File: src/salwc_pkg.sv
// Shared types and constants of the LRU write-back cache tag controller.
`timescale 1ns / 1ps
`default_nettype none
package salwc_pkg;
	localparam logic [1:0] REG_WORD_BYTES  = 2'd0;
	localparam logic [1:0] REG_BLOCK_WORDS = 2'd1;
	localparam logic [1:0] REG_HIT_CYC     = 2'd2;
	localparam logic [1:0] REG_READ_CYC    = 2'd3;
	localparam logic [2:0] REG_WRITE_CYC   = 3'd4;
	localparam int COST_W = 20;
	localparam logic [COST_W-1:0] COST_MAX = 20'hFFFFF;

	typedef struct packed {
		logic [1:0] word_bytes_log2;
		logic [2:0] block_words_log2;
		logic [7:0] hit_cycles;
		logic [7:0] read_block_cycles;
		logic [7:0] write_block_cycles;
	} cfg_t;

	// Saturating add of an 8-bit charge onto a running cost.
	function automatic logic [COST_W-1:0] sat_add(input logic [COST_W-1:0] a,
			input logic [7:0] b);
		logic [COST_W:0] s;
		s = {1'b0, a} + {{(COST_W-7){1'b0}}, b};
		return s[COST_W] ? COST_MAX : s[COST_W-1:0];
	endfunction
endpackage
`default_nettype wire

File: src/salwc_cfg.sv
// Configuration register file of the cache tag controller.
`timescale 1ns / 1ps
`default_nettype none
module salwc_cfg (
	input  wire logic              clk,
	input  wire logic              arst_n,
	input  wire logic              cfg_we,
	input  wire logic [2:0]        cfg_index,
	input  wire logic [7:0]        cfg_data,
	output salwc_pkg::cfg_t        cfg
);
	salwc_pkg::cfg_t cfg_q;

	// Registers are written by index; unknown indexes are ignored.
	always_ff @(posedge clk or negedge arst_n) begin
		if (!arst_n) begin
			cfg_q.word_bytes_log2    <= 2'd2;
			cfg_q.block_words_log2   <= 3'd2;
			cfg_q.hit_cycles         <= 8'd1;
			cfg_q.read_block_cycles  <= 8'd10;
			cfg_q.write_block_cycles <= 8'd10;
		end else if (cfg_we) begin
			if (cfg_index == {1'b0, salwc_pkg::REG_WORD_BYTES})
				cfg_q.word_bytes_log2 <= cfg_data[1:0];
			if (cfg_index == {1'b0, salwc_pkg::REG_BLOCK_WORDS})
				cfg_q.block_words_log2 <= cfg_data[2:0];
			if (cfg_index == {1'b0, salwc_pkg::REG_HIT_CYC})
				cfg_q.hit_cycles <= cfg_data;
			if (cfg_index == {1'b0, salwc_pkg::REG_READ_CYC})
				cfg_q.read_block_cycles <= cfg_data;
			if (cfg_index == salwc_pkg::REG_WRITE_CYC)
				cfg_q.write_block_cycles <= cfg_data;
		end
	end

	assign cfg = cfg_q;
endmodule
`default_nettype wire

File: config.mk
export PLATFORM = sky130hd
export DESIGN_NAME = salwc_cfg
export DESIGN_NICKNAME = d
export VERILOG_FILES = /design/src/salwc_pkg.sv /design/src/salwc_cfg.sv
export SDC_FILE = /design/constraint.sdc
export NUM_CORES = 1
export LEC_CHECK = 0
export ABC_CLOCK_PERIOD_IN_PS = 1000
export BUFFER_PORTS_ARGS = -buffer_cell sky130_fd_sc_hd__buf_2
export CORE_MARGIN = 2
export CORE_UTILIZATION = 47
export DETAILED_ROUTE_END_ITERATION = 10
export PLACE_DENSITY = 0.82
export SLEW_MARGIN = 10
export SYNTH_ARGS = -nofsm -noshare
export SYNTH_HDL_FRONTEND = slang
export SYNTH_SLANG_ARGS = --single-unit
File: constraint.sdc
create_clock -name clk -period 1 [get_ports clk]
set_input_delay 0.2 -clock clk [delete_from_list [all_inputs] [get_ports clk]]
set_output_delay 0.2 -clock clk [all_outputs]
set_load 0.1 [all_outputs]
==> results_dict.tcl, run 1 <==
set metrics [dict create \
    htree_levels 2 \
    netlist_area_sq_um 1140 \
    cts_buffers 5 \
    synthSimpleGateAreaFrac_pct 5.36 \
    cts.path.max_buffers 2 \
    holdBufCountCts 1 \
    cts.repair.resized 9 \
    num_rows 17 \
    synthMuxAreaShare_pct 28.5 \
    synthXorXnorAreaFrac_pct 0 \
    synth_top_area_share_pct 48.1 \
    synth-compound-area-share_pct 0 \
    cts_setup_buffers 10 \
    synthTopCellsByArea "dfrtp_1, mux2_2, dfstp_2" \
    haltStage "clock tree synthesis" \
    synth_top_area_cell "dfrtp_1" \
    ys_seq_elements 29 \
    ioPinCount 43 \
    dp_cells 140 \
    syn_inst 65 \
    start_util_pct 50.8 \
    error_line "[ERROR DPL-0038] Utilization greater than 100%, impossible to legalize" \
    die_y_um 53.4 \
    synth_cell_types 7 \
    dp_hpwl_mm 2.61 \
    die_x_um 53.4 \
    cts_sinks 29 \
    synth.avg_cell_area_sq_um 17.6 \
    ys_seq_area_share_pct 64.2 \
    placed_area_sq_um 2080 \
    synth_nets 79 \
    gp_congestion 0.692 \
    yosys_warnings 0 \
    numPortBuffers 42 \
    synth_fa_ha_area_share_pct 0 \
    cts_root_buf "clkbuf_4" \
    synth_top_family_by_area "multiplexers" \
    status "aborted with a tool error" \
]
synth_stat cells (all sizes together):
cell type   n
mux2       29
dfstp       7
nor4b       1
nand4b      1
buf         2
dfrtp      22
and4bb      3
stage by stage:
stage | hold slack, ps | worst slack [ps]
3_5_place_dp | 220 | -324
3_3_place_gp | 210 | -211
2_1_floorplan | -95.6 | -34.3
logic make-up after synthesis:
logic type	count (synthesis)
muxes	29
and+or+nand+nor	5
buffers and inverters	2
DFF	29
==> run 2, diff against run 1 <==
- CORE_AREA: unset -> 2 2 63 65
- CORE_MARGIN: 2 -> unset
- CORE_UTILIZATION: 47 -> unset
- DIE_AREA: unset -> 0 0 65 67
- PLACE_DENSITY: 0.82 -> unset
- PLACE_DENSITY_LB_ADDON: unset -> 0.15
==> results_dict.tcl, run 2 <==
set metrics [dict create \
    synth_top_area_cell "dfrtp_1" \
    ioPinCount 43 \
    max_stage_delay_ps 640 \
    synth_top_family_by_area "multiplexers" \
    relSlewSlack_pct 82.3 \
    min_period_ps 1290 \
    vias 773 \
    critPathMaxFanout 2 \
    fill_cells 282 \
    placed_area_sq_um 2120 \
    yosys_warnings 0 \
    worst_slew_pin_slew_ps 265 \
    crit_arrival_ps 1090 \
    dp_cells 159 \
    cts_tree "built" \
    drtIter0Drc 36 \
    regArea_sq_um 843 \
    status "finished with violations" \
    finalSetupViolCount 29 \
    ys_seq_area_share_pct 64.2 \
    finalHoldViolCount 0 \
    grt_max_degree 30 \
    syn2layout_area_growth_pct 99.0 \
    die_y_um 67 \
    cpMaxStageDelayCell "dfstp_4" \
    hold_class "input port to flop" \
    violations "negative setup slack" \
    start_util_pct 31.7 \
    grt_pass1_wl_mm 4.69 \
    synthMuxAreaShare_pct 28.5 \
    crit_required_ps 800 \
    peakVddDrop_mv 1.58 \
    cts.path.max_buffers 2 \
    netlist_top_cells_count "mux2_2, dfrtp_1, dfstp_2" \
    final_util_pct 63.2 \
    multi_input_area_sq_um 489 \
    grt_util_all_layers_pct 15.0 \
    final_common_cell "buf_12" \
    coreArea_sq_um 3610 \
    num_rows 22 \
    dieArea_sq_um 4360 \
    grt_pass1_vias 866 \
    fin_cells 173 \
    syn_inst 65 \
    wire_per_inst_um 15.5 \
    vias_per_cell 4.47 \
    cp-start-kind "flop" \
    ys_seq_elements 29 \
    antenna_found_initial 0 \
    layout_common_cells "buf_12, mux2_4, dfrtp_4" \
    largest_reg_flops 29 \
    cts_sinks 29 \
    cts_buffers 5 \
    p_per_area_nw_per_um2 2900 \
    firstDrtPassIters 4 \
    grt_setup_unrepaired "true" \
    n_antenna_cell 0 \
    crit_chain "buf_12" \
    maxCapViolations 0 \
    synth_nets 79 \
    final.period_utilization_pct 129 \
    finalMaxSlewViolations 0 \
    synth.avg_cell_area_sq_um 17.6 \
    synth-compound-area-share_pct 0 \
    die_x_um 65 \
    synth_cell_types 7 \
    critical-path-top-delay-family "flip-flops" \
    end_kind "output pin" \
    htree_levels 2 \
    yosysMostFrequentCell "mux2_2" \
    path_clk_slew_ps 60 \
    clock_skew_ps 0 \
    clk_latency_ps 280 \
    path_buf_inv 1 \
    drive_gt1_share_pct 98.4 \
    numPortBuffers 42 \
    max_freq_mhz 775 \
    ant_nets 0 \
    netlist_area_sq_um 1140 \
    gp_congestion 0.732 \
    globalRouteOverflowTotal 0 \
    synth-edff-count 0 \
    synthArstFlopShare_pct 100 \
    dominantRegCellSynth "dfrtp_1" \
    dp_hpwl_mm 1.89 \
    fin_ws_ps -291 \
    synthSimpleGateAreaFrac_pct 5.36 \
    dpl_worst_slack_ps -242 \
    fin_area_sq_um 2280 \
    synthTopCellsByArea "dfrtp_1, mux2_2, dfstp_2" \
    wl_mm 2.68 \
    crit_type "flop to output pin" \
    drt_drc_violations_left 0 \
    synth_top_area_share_pct 48.1 \
    fin_nets 138 \
    cts_root_buf "clkbuf_8" \
    synth_fa_ha_area_share_pct 0 \
    synthXorXnorAreaFrac_pct 0 \
    p_leak_nw 0.990 \
    power_mw 6.60 \
]
## run 2: cell counts after synthesis
Identical to the previous run, type by type.
## run 2: final timing paths
| path | slack (ps) | end | from | depth (start not counted) |
|---|---|---|---|---|
| setup reg to reg | 10 | cfg[5]$_DFFE_PN0P_ | cfg[5]$_DFFE_PN0P_ | 2 |
| setup / recovery | -290 | cfg[28] | cfg[28]$_DFFE_PN1P_ | 1 |
| min in group asynchronous | 400 | cfg[13]$_DFFE_PN0P_ | arst_n | 3 |
| max in group asynchronous | 360 | cfg[1]$_DFFE_PN1P_ | arst_n | 3 |
| hold / removal | 180 | cfg[22]$_DFFE_PN0P_ | cfg_data[6] | 2 |
| hold reg to reg | 590 | cfg[6]$_DFFE_PN0P_ | cfg[6]$_DFFE_PN0P_ | 1 |
## run 2: layout make-up
cell class	count	share of cell area (%)
clock buffers	6	3.62
clock inverters	2	0.384
multi-input cells	34	21.5
flip-flops and latches	29	37.0
well taps	48	2.64
repair buffers	54	34.9
## run 2: timing repair
item | in CTS | in global routing
setup endpoints to repair | 29 | 32
endpoints found under the hold margin | 22 | 0
resized for setup | 0 | 5
setup buffers | 3 | 2
hold buffers | 1 | 0
pin swaps | 0 | 0
## run 2: power breakdown
part	leakage [nW]	switching [mW]	internal (mW)
registers	0.318	0.309	1.65
logic	0.623	2.22	1.44
clock network	0.0486	0.440	0.544
total	0.990	2.96	3.63
## run 2: layer usage
| metal | track usage [%] | up-vias | share of wire, % |
|---|---|---|---|
| li1 | - | 349 | - |
| met1 | 19.1 | 389 | 43 |
| met2 | 22.4 | 30 | 48 |
| met3 | 6.25 | 5 | 7.7 |
| met4 | 6.38 | 0 | 1.3 |
| met5 | 0 | - | 0 |
## run 2: kinds of logic after synthesis
group / Yosys count
flops: 29
mux: 29
simple gates: 5
buf+inv: 2
## run 2: through the flow
stage	setup TNS, ps	hold WS, ps
finish	-5170	184
global route	-5920	178
CTS	-5450	176
detailed placement	-5850	158
global placement	-5350	160
floorplan	-761	-95.6
No activity file was read; power rests on OpenSTA's default activity.
